===== src/i2cmbe_pkg.sv =====
`default_nettype none

package i2cmbe_pkg;

    typedef enum logic [2:0] {
        OP_START     = 3'd0,
        OP_STOP      = 3'd1,
        OP_SEND      = 3'd2,
        OP_READ      = 3'd3,
        OP_WAIT_ACK  = 3'd4,
        OP_ACK       = 3'd5,
        OP_NACK      = 3'd6,
        OP_BUS_RESET = 3'd7
    } op_t;

    typedef enum logic [1:0] {
        PIN_LOW  = 2'd0,
        PIN_HIGH = 2'd1,
        PIN_KEEP = 2'd2
    } pin_t;

    typedef struct packed {
        pin_t scl;
        pin_t sda;
        logic sample;
    } seg_t;

    typedef struct packed {
        logic       cmd_valid;
        logic [2:0] opcode;
        logic [7:0] tx_byte;
        logic       sda_in;
    } in_t;

    typedef struct packed {
        logic       scl_out;
        logic       sda_out;
        logic       busy_res;
        logic       done_res;
        logic [7:0] rx_byte;
        logic       ack_missing;
    } out_t;

    // classified request as held in the queue
    typedef struct packed {
        logic       cmd_valid;
        op_t        cmd;
        logic [4:0] seg_total;
        logic [7:0] load_byte;
        logic       sda_in;
    } entry_t;

    localparam logic [15:0] PHASE_RESET = 16'd100;
    localparam logic [15:0] PHASE_MAX   = 16'hFFFF;

    function automatic seg_t mk_seg(pin_t scl, pin_t sda, logic smp);
        seg_t s;
        s.scl    = scl;
        s.sda    = sda;
        s.sample = smp;
        return s;
    endfunction

    function automatic logic [4:0] seg_total(op_t cmd);
        logic [4:0] t;
        case (cmd)
            OP_START:     t = 5'd3;
            OP_STOP:      t = 5'd1;
            OP_SEND:      t = 5'd24;
            OP_READ:      t = 5'd16;
            OP_BUS_RESET: t = 5'd25;
            default:      t = 5'd3;
        endcase
        return t;
    endfunction

    function automatic seg_t start_seg(logic [1:0] k);
        seg_t s;
        case (k)
            2'd0:    s = mk_seg(PIN_HIGH, PIN_HIGH, 1'b0);
            2'd1:    s = mk_seg(PIN_KEEP, PIN_LOW, 1'b0);
            default: s = mk_seg(PIN_LOW, PIN_KEEP, 1'b0);
        endcase
        return s;
    endfunction

    function automatic seg_t seg_of(op_t cmd, logic [4:0] k, logic [7:0] sr);
        seg_t       s;
        logic [8:0] prod;
        logic [3:0] b;
        logic [4:0] r;
        logic [4:0] j;
        prod = 9'(k) * 9'd11;   // k / 3 for k < 32
        b    = prod[8:5];
        r    = k - 5'(6'(b) * 6'd3);
        j    = k - 5'd3;
        case (cmd)
            OP_START:
                s = start_seg(k[1:0] > 2'd2 ? 2'd2 : k[1:0]);
            OP_STOP:
                s = mk_seg(PIN_HIGH, PIN_LOW, 1'b0);
            OP_SEND:
                if (r == 5'd0)
                    s = mk_seg(PIN_KEEP, sr[3'd7 - b[2:0]] ? PIN_HIGH : PIN_LOW, 1'b0);
                else if (r == 5'd1)
                    s = mk_seg(PIN_HIGH, PIN_KEEP, 1'b0);
                else
                    s = mk_seg(PIN_LOW, (b == 4'd7) ? PIN_HIGH : PIN_KEEP, 1'b0);
            OP_READ:
                if (!k[0])
                    s = mk_seg(PIN_HIGH, PIN_KEEP, 1'b1);
                else
                    s = mk_seg(PIN_LOW, PIN_KEEP, 1'b0);
            OP_WAIT_ACK, OP_ACK, OP_NACK:
                if (k == 5'd0)
                    s = mk_seg(PIN_KEEP, (cmd == OP_ACK) ? PIN_LOW : PIN_HIGH, 1'b0);
                else if (k == 5'd1)
                    s = mk_seg(PIN_HIGH, PIN_KEEP, cmd == OP_WAIT_ACK);
                else
                    s = mk_seg(PIN_LOW, PIN_KEEP, 1'b0);
            default:
                if (k < 5'd3)
                    s = start_seg(k[1:0]);
                else if (k < 5'd21)
                    if (!j[0])
                        s = mk_seg(PIN_HIGH, (j == 5'd0) ? PIN_HIGH : PIN_KEEP, 1'b0);
                    else
                        s = mk_seg(PIN_LOW, PIN_KEEP, 1'b0);
                else if (k < 5'd24)
                    s = start_seg(2'(k - 5'd21));
                else
                    s = mk_seg(PIN_HIGH, PIN_LOW, 1'b0);
        endcase
        return s;
    endfunction

endpackage

`default_nettype wire


===== src/i2cmbe_front.sv =====
`default_nettype none

module i2cmbe_front (
    input  wire logic              in_valid,
    output logic                   in_stall,
    input  wire i2cmbe_pkg::in_t   in_data,
    input  wire logic              q_full,
    output logic                   q_push,
    output i2cmbe_pkg::entry_t     q_entry
);

    i2cmbe_pkg::op_t op;

    always_comb
    begin
        op                = i2cmbe_pkg::op_t'(in_data.opcode);
        in_stall          = q_full;
        q_push            = in_valid && !q_full;
        q_entry.cmd_valid = in_data.cmd_valid;
        q_entry.cmd       = op;
        q_entry.seg_total = i2cmbe_pkg::seg_total(op);
        q_entry.load_byte = (op == i2cmbe_pkg::OP_SEND) ? in_data.tx_byte : 8'd0;
        q_entry.sda_in    = in_data.sda_in;
    end

endmodule

`default_nettype wire


===== src/i2cmbe_queue.sv =====
`default_nettype none

module i2cmbe_queue #(
    parameter int DEPTH = 4
) (
    input  wire logic                clk,
    input  wire logic                rst_n,
    input  wire logic                push,
    input  wire i2cmbe_pkg::entry_t  push_entry,
    output logic                     full,
    input  wire logic                pop,
    output i2cmbe_pkg::entry_t       pop_entry,
    output logic                     empty
);

    localparam int AW = (DEPTH > 1) ? $clog2(DEPTH) : 1;
    localparam int CW = $clog2(DEPTH + 1);

    i2cmbe_pkg::entry_t mem [DEPTH];

    logic [AW-1:0] wr_ptr_reg, wr_ptr_next;
    logic [AW-1:0] rd_ptr_reg, rd_ptr_next;
    logic [CW-1:0] count_reg, count_next;
    logic          do_push, do_pop;

    always_comb
    begin
        full      = (count_reg == CW'(DEPTH));
        empty     = (count_reg == '0);
        do_push   = push && !full;
        do_pop    = pop && !empty;
        pop_entry = mem[rd_ptr_reg];

        wr_ptr_next = wr_ptr_reg;
        if (do_push)
            wr_ptr_next = (wr_ptr_reg == AW'(DEPTH - 1)) ? '0 : wr_ptr_reg + 1'b1;
        rd_ptr_next = rd_ptr_reg;
        if (do_pop)
            rd_ptr_next = (rd_ptr_reg == AW'(DEPTH - 1)) ? '0 : rd_ptr_reg + 1'b1;
        count_next = count_reg;
        if (do_push && !do_pop)
            count_next = count_reg + 1'b1;
        else if (!do_push && do_pop)
            count_next = count_reg - 1'b1;
    end

    always_ff @(posedge clk)
    begin
        if (do_push)
            mem[wr_ptr_reg] <= push_entry;
    end

    always_ff @(posedge clk or negedge rst_n)
    begin
        if (!rst_n)
        begin
            wr_ptr_reg <= '0;
            rd_ptr_reg <= '0;
            count_reg  <= '0;
        end
        else
        begin
            wr_ptr_reg <= wr_ptr_next;
            rd_ptr_reg <= rd_ptr_next;
            count_reg  <= count_next;
        end
    end

endmodule

`default_nettype wire


===== src/i2cmbe_seq.sv =====
`default_nettype none

module i2cmbe_seq (
    input  wire logic                clk,
    input  wire logic                rst_n,
    input  wire logic [15:0]         phase_ticks,
    input  wire logic                q_empty,
    input  wire i2cmbe_pkg::entry_t  q_entry,
    output logic                     q_pop,
    output logic                     out_valid,
    input  wire logic                out_stall,
    output i2cmbe_pkg::out_t         out_data
);

    i2cmbe_pkg::op_t  cmd_reg, cmd_next;
    logic [4:0]       total_reg, total_next;
    logic [4:0]       step_reg, step_next;
    logic [15:0]      pc_reg, pc_next;
    logic [7:0]       shift_reg, shift_next;
    logic             scl_reg, scl_next;
    logic             sda_reg, sda_next;
    logic [7:0]       rx_reg, rx_next;
    logic             ack_reg, ack_next;
    logic             out_valid_reg, out_valid_next;
    i2cmbe_pkg::out_t out_reg, out_next;

    logic [15:0]      pt;
    logic [4:0]       idx;
    logic             done;
    i2cmbe_pkg::seg_t seg;

    always_comb
    begin
        pt    = (phase_ticks == 16'd0) ? 16'd1 : phase_ticks;
        q_pop = !q_empty && (!out_valid_reg || !out_stall);

        cmd_next   = cmd_reg;
        total_next = total_reg;
        step_next  = step_reg;
        pc_next    = pc_reg;
        shift_next = shift_reg;
        scl_next   = scl_reg;
        sda_next   = sda_reg;
        rx_next    = rx_reg;
        ack_next   = ack_reg;
        done       = 1'b0;

        if (step_reg == 5'd0 && q_entry.cmd_valid)
        begin
            cmd_next   = q_entry.cmd;
            total_next = q_entry.seg_total;
            step_next  = 5'd1;
            pc_next    = 16'd0;
            shift_next = q_entry.load_byte;
        end

        idx = step_next - 5'd1;
        seg = i2cmbe_pkg::seg_of(cmd_next, idx, shift_next);

        if (step_next != 5'd0)
        begin
            if (pc_next == 16'd0)
            begin
                if (idx < total_next)
                begin
                    if (seg.scl != i2cmbe_pkg::PIN_KEEP)
                        scl_next = (seg.scl == i2cmbe_pkg::PIN_HIGH);
                    if (seg.sda != i2cmbe_pkg::PIN_KEEP)
                        sda_next = (seg.sda == i2cmbe_pkg::PIN_HIGH);
                    pc_next = 16'd1;
                end
                else
                begin
                    if (cmd_next inside {i2cmbe_pkg::OP_STOP, i2cmbe_pkg::OP_ACK,
                                         i2cmbe_pkg::OP_BUS_RESET})
                        sda_next = 1'b1;
                    if (cmd_next == i2cmbe_pkg::OP_READ)
                        rx_next = shift_next;
                    step_next = 5'd0;
                    done      = 1'b1;
                end
            end
            else if (pc_next < i2cmbe_pkg::PHASE_MAX)
            begin
                pc_next = pc_next + 16'd1;
            end

            if (step_next != 5'd0 && pc_next >= pt)
            begin
                if (seg.sample)
                begin
                    if (cmd_next == i2cmbe_pkg::OP_READ)
                        shift_next = {shift_next[6:0], q_entry.sda_in};
                    else
                        ack_next = q_entry.sda_in;
                end
                step_next = step_next + 5'd1;
                pc_next   = 16'd0;
            end
        end

        out_next.scl_out     = scl_next;
        out_next.sda_out     = sda_next;
        out_next.busy_res    = (step_next != 5'd0);
        out_next.done_res    = done;
        out_next.rx_byte     = rx_next;
        out_next.ack_missing = ack_next;

        if (q_pop)
            out_valid_next = 1'b1;
        else if (!out_stall)
            out_valid_next = 1'b0;
        else
            out_valid_next = out_valid_reg;

        out_valid = out_valid_reg;
        out_data  = out_reg;
    end

    always_ff @(posedge clk)
    begin
        if (q_pop)
            out_reg <= out_next;
    end

    always_ff @(posedge clk or negedge rst_n)
    begin
        if (!rst_n)
        begin
            cmd_reg       <= i2cmbe_pkg::OP_START;
            total_reg     <= 5'd0;
            step_reg      <= 5'd0;
            pc_reg        <= 16'd0;
            shift_reg     <= 8'd0;
            scl_reg       <= 1'b1;
            sda_reg       <= 1'b1;
            rx_reg        <= 8'd0;
            ack_reg       <= 1'b0;
            out_valid_reg <= 1'b0;
        end
        else
        begin
            out_valid_reg <= out_valid_next;
            if (q_pop)
            begin
                cmd_reg   <= cmd_next;
                total_reg <= total_next;
                step_reg  <= step_next;
                pc_reg    <= pc_next;
                shift_reg <= shift_next;
                scl_reg   <= scl_next;
                sda_reg   <= sda_next;
                rx_reg    <= rx_next;
                ack_reg   <= ack_next;
            end
        end
    end

endmodule

`default_nettype wire


===== src/i2c_master_bit_engine_top.sv =====
// I2C master bit engine, open-drain SCL/SDA drive.
// Input channel (in_valid/in_stall/in_data): one request per bus tick, carrying
// an optional command, the byte to send and the sampled SDA level.
// Output channel (out_valid/out_stall/out_data): exactly one result per request,
// in order: pin drive levels, busy, done, last read byte, last ack sample.
// Front stage classifies each request into a queue of QUEUE_DEPTH entries; the
// sequencer pops one entry per cycle into a registered result, unless stalled.
// Each result is registered from its queue entry when the sequencer pops it.
// Throughput: 1 request per cycle while the receiver does not stall.
// When the receiver stalls, the result holds, the queue fills and in_stall rises
// once it is full; nothing is dropped.
// cfg_we/cfg_wdata write phase_ticks (ticks per delay phase, 0 acts as 1);
// write only while idle.
// Reset: queue empty, SCL/SDA released, sequencer idle, phase_ticks = 100.
`default_nettype none

module i2c_master_bit_engine_top #(
    parameter int QUEUE_DEPTH = 4
) (
    input  wire logic              clk,
    input  wire logic              rst_n,
    input  wire logic              in_valid,
    output logic                   in_stall,
    input  wire i2cmbe_pkg::in_t   in_data,
    output logic                   out_valid,
    input  wire logic              out_stall,
    output i2cmbe_pkg::out_t       out_data,
    input  wire logic              cfg_we,
    input  wire logic [15:0]       cfg_wdata
);

    logic [15:0]        phase_reg;
    logic               q_full, q_push, q_pop, q_empty;
    i2cmbe_pkg::entry_t push_entry, pop_entry;

    always_ff @(posedge clk or negedge rst_n)
    begin
        if (!rst_n)
            phase_reg <= i2cmbe_pkg::PHASE_RESET;
        else if (cfg_we)
            phase_reg <= cfg_wdata;
    end

    i2cmbe_front u_front (
        .in_valid (in_valid),
        .in_stall (in_stall),
        .in_data  (in_data),
        .q_full   (q_full),
        .q_push   (q_push),
        .q_entry  (push_entry)
    );

    i2cmbe_queue #(
        .DEPTH (QUEUE_DEPTH)
    ) u_queue (
        .clk        (clk),
        .rst_n      (rst_n),
        .push       (q_push),
        .push_entry (push_entry),
        .full       (q_full),
        .pop        (q_pop),
        .pop_entry  (pop_entry),
        .empty      (q_empty)
    );

    i2cmbe_seq u_seq (
        .clk         (clk),
        .rst_n       (rst_n),
        .phase_ticks (phase_reg),
        .q_empty     (q_empty),
        .q_entry     (pop_entry),
        .q_pop       (q_pop),
        .out_valid   (out_valid),
        .out_stall   (out_stall),
        .out_data    (out_data)
    );

endmodule

`default_nettype wire

===== config.mk =====
export PLATFORM = sky130hd
export DESIGN_NAME = i2c_master_bit_engine_top
export DESIGN_NICKNAME = d
export VERILOG_FILES = /design/src/i2cmbe_pkg.sv /design/src/i2cmbe_front.sv /design/src/i2cmbe_queue.sv /design/src/i2cmbe_seq.sv /design/src/i2c_master_bit_engine_top.sv
export SDC_FILE = /design/constraint.sdc
export NUM_CORES = 1
export LEC_CHECK = 0
export BUFFER_PORTS_ARGS = -buffer_cell sky130_fd_sc_hd__buf_4
export CAP_MARGIN = 10
export CORE_ASPECT_RATIO = 2
export CORE_MARGIN = 1
export CORE_UTILIZATION = 62
export CTS_CLUSTER_DIAMETER = 120
export CTS_CLUSTER_SIZE = 28
export DETAILED_ROUTE_END_ITERATION = 10
export PLACE_DENSITY = 0.92
export SYNTH_ARGS = -nofsm -noshare
export SYNTH_HDL_FRONTEND = slang
export SYNTH_SLANG_ARGS = --single-unit

===== constraint.sdc =====
create_clock -name clk -period 8.86 [get_ports clk]
set_clock_uncertainty 0.1 [all_clocks]
set_input_delay 1.329 -clock clk [delete_from_list [all_inputs] [get_ports clk]]
set_output_delay 1.329 -clock clk [all_outputs]
set_load 0.01 [all_outputs]

==> results.md <==
- Status: completed
- Worst reg2reg startpoint: u_queue.rd_ptr_reg[0]
- Root Buffer: clkbuf_16
- Most common cell after layout, fill and taps aside: nand2_1
- Setup Crit Path Kind: flop to flop
- Nets@finish: 948
- Hold Path Class: flop to flop
- Antenna Cells: 0
- Delay-heaviest family, CP: adder cells
- CTS Hold Bufs: 0
- Die Footprint: 14800 um2
- Post-synthesis register bit count: 153
- Largest stage delay, worst path: 610 ps
- Post-synthesis cell type count: 72
- Rel. slew slack: 0.168
- CTS clk-pin slew, worst paths: 80 ps
- WP buf/inv: 6
- Register Area: 4240 um2
- TritonCTS clock tree: yes
- CP Launch Type: flop
- Iter 0 DRT Violations: 526
- Synthesized area: 8860 um2
- Placer Congestion: 0.947
- Total wire length: 22.4 mm
- Final slew viol count: 0
- Worst-Margin Slew: 1240 ps
- Filler cell count: 947
- Die width: 86.6 um
- CP Max Fanout: 20
- Synthesized Nets: 905
- Final ANT Viol Nets: 0
- Max Fclk: 127 MHz
- Asr flop ratio synth: 0.471
- Final Cycle Share: 0.891
- Rows: 61
- Worst-case clock buffer depth: 2
- Skew-Pair Late Insertion Delay: 430 ps
- Critical Path AT: 8130 ps
- Postcts setup bufs: 0
- H-tree lvl count: 4
- Critical-path top delay cell: mux4_2
- PortBufs: 48
- Commonest non-fill, non-tap cells in the layout: 87 x nand2_1, 81 x edfxtp_1, 67 x dfrtp_1
- Max reg flops: 68
- Ys flop type: edfxtp_1
- Post-Syn Area per Cell: 11.0 um2
- Routed vias/inst: 6.41
- Dpl hpwl: 15.7 mm
- Post-Route Setup TNS: 0 ps
- Drt drc: 0
- Total Routing Usage GR: 0.329
- Syn Inst Count: 809
- Min Tclk post-route: 7890 ps
- Hold path start: u_seq.rx_reg[2]
- Post-DR wirelength/cell: 21.3 um
- Top-area cell type share of the netlist area: 0.274
- Crit. Startpoint: u_queue.rd_ptr_reg[0]
- Largest net degree at the start of global routing: 73
- Hold Violations, Final: 0
- I/O Pins: 49
- Die height: 171 um
- CTS sink count: 153
- Vias: 6757
- Share of cells above drive strength 1: 0.175
- Vias in the first global route: 7084
- Finish-stage setup viols: 0
- First-pass GRT wire length: 35.7 mm
- Initial Utilization: 0.638
- Number of max-cap violations: 0
- Sequential share of the synthesized area: 0.478
- Grt total ovfl: 0
- Area Growth Syn to Fin: 12.8%
- Total number of yosys warnings: 0
- Multi-input logic area: 4280 um2
- Post-synth EDFFs: 81
- Post_cts resized: 0
- RSZ-0062 raised after global routing: no
- Crit path capture type: flop
- Post-synth top area cell: edfxtp_1
- Initial antenna violation count: 0
- DR pass1 iterations: 5
- CTS Buf Count: 17
- CORE AREA: 13900 um2
- Req. time, crit path: 9100 ps
- Top cells by area, synth: edfxtp_1 27%, dfrtp_1 19%, ha_1 8.0%
==> synthesized netlist by cell type, types with 5 or more instances <==
cell type / instances
mux2i_1: 23
nand2b_1: 5
dfrtp_1: 67
and2_1: 18
edfxtp_1: 81
mux2_2: 19
nor4_1: 11
clkbuf_1: 26
a22o_1: 10
nor2b_1: 6
dfstp_2: 5
nand3b_1: 5
xor2_1: 16
a22oi_1: 7
a211oi_1: 6
a21oi_1: 35
nand4_1: 6
mux4_2: 15
fa_1: 5
nand2_1: 87
nor3_1: 8
o21ai_0: 61
inv_1: 52
xnor2_1: 13
and4_1: 6
ha_1: 57
a21o_1: 10
and3_1: 6
nor2_1: 54
nand3_1: 17
==> through the flow <==
stage          hold WS [ps]  area, um2  setup WS, ps   util  cells
2_1_floorplan           349       8860          1940      -    809
3_3_place_gp            362       9390          1470  0.676   1022
3_5_place_dp            378       9390          1140  0.676   1022
4_1_cts                 397      10000          1080  0.720   1054
5_1_grt                 421      10000           440  0.720   1054
6_report                399      10000           969  0.720   1054
==> layout make-up <==
| cell class | instances | area share |
|---|---|---|
| inverter | 53 | 0.0199 |
| tap | 189 | 0.0236 |
| timing repair buffer | 58 | 0.0435 |
| clock inverter | 14 | 0.0175 |
| clock buffer | 18 | 0.0439 |
| multi-input combinational | 569 | 0.428 |
| sequential | 153 | 0.424 |
==> per-layer routing <==
layer / wire length [um] / share of wire / track usage
met3: 1350 / 0.060 / 0.0839
met2: 12000 / 0.53 / 0.592
met1: 7220 / 0.32 / 0.311
met4: 1870 / 0.083 / 0.253
met5: 0 / 0 / 0
==> cells by family after synthesis <==
family          after synthesis  synth area share
simple gates                248             0.139
compound gates              167             0.122
xor+xnor                     30            0.0312
mux                          62            0.0991
fa+ha+maj                    62            0.0917
flops                       153             0.478
buf+inv                      87            0.0391
==> worst paths after layout <==
| check | endpoint | slack [ps] | cells after the start |
|---|---|---|---|
| worst max-delay path | u_seq.sda_reg | 970 | 29 |
| worst min-delay path | u_seq.rx_reg[2] | 400 | 2 |
| worst min register to register | u_seq.rx_reg[2] | 400 | 2 |
| worst max register to register | u_seq.sda_reg | 970 | 29 |
| max in group asynchronous | u_seq.rx_reg[6] | 7100 | 1 |
| min in group asynchronous | phase_reg[10] | 950 | 1 |
==> tightest hold or removal path, delay by kind of cell (launching register included) <==
| family | cells | cell delay, ps |
|---|---|---|
| AOI/OAI and AO/OA | 1 | 60 |
| DFF | 1 | 350 |
| and+or+nand+nor | 1 | 50 |
Power is not shown: default switching activity piles up to over one toggle a cycle in this logic, so the estimate is an artifact.
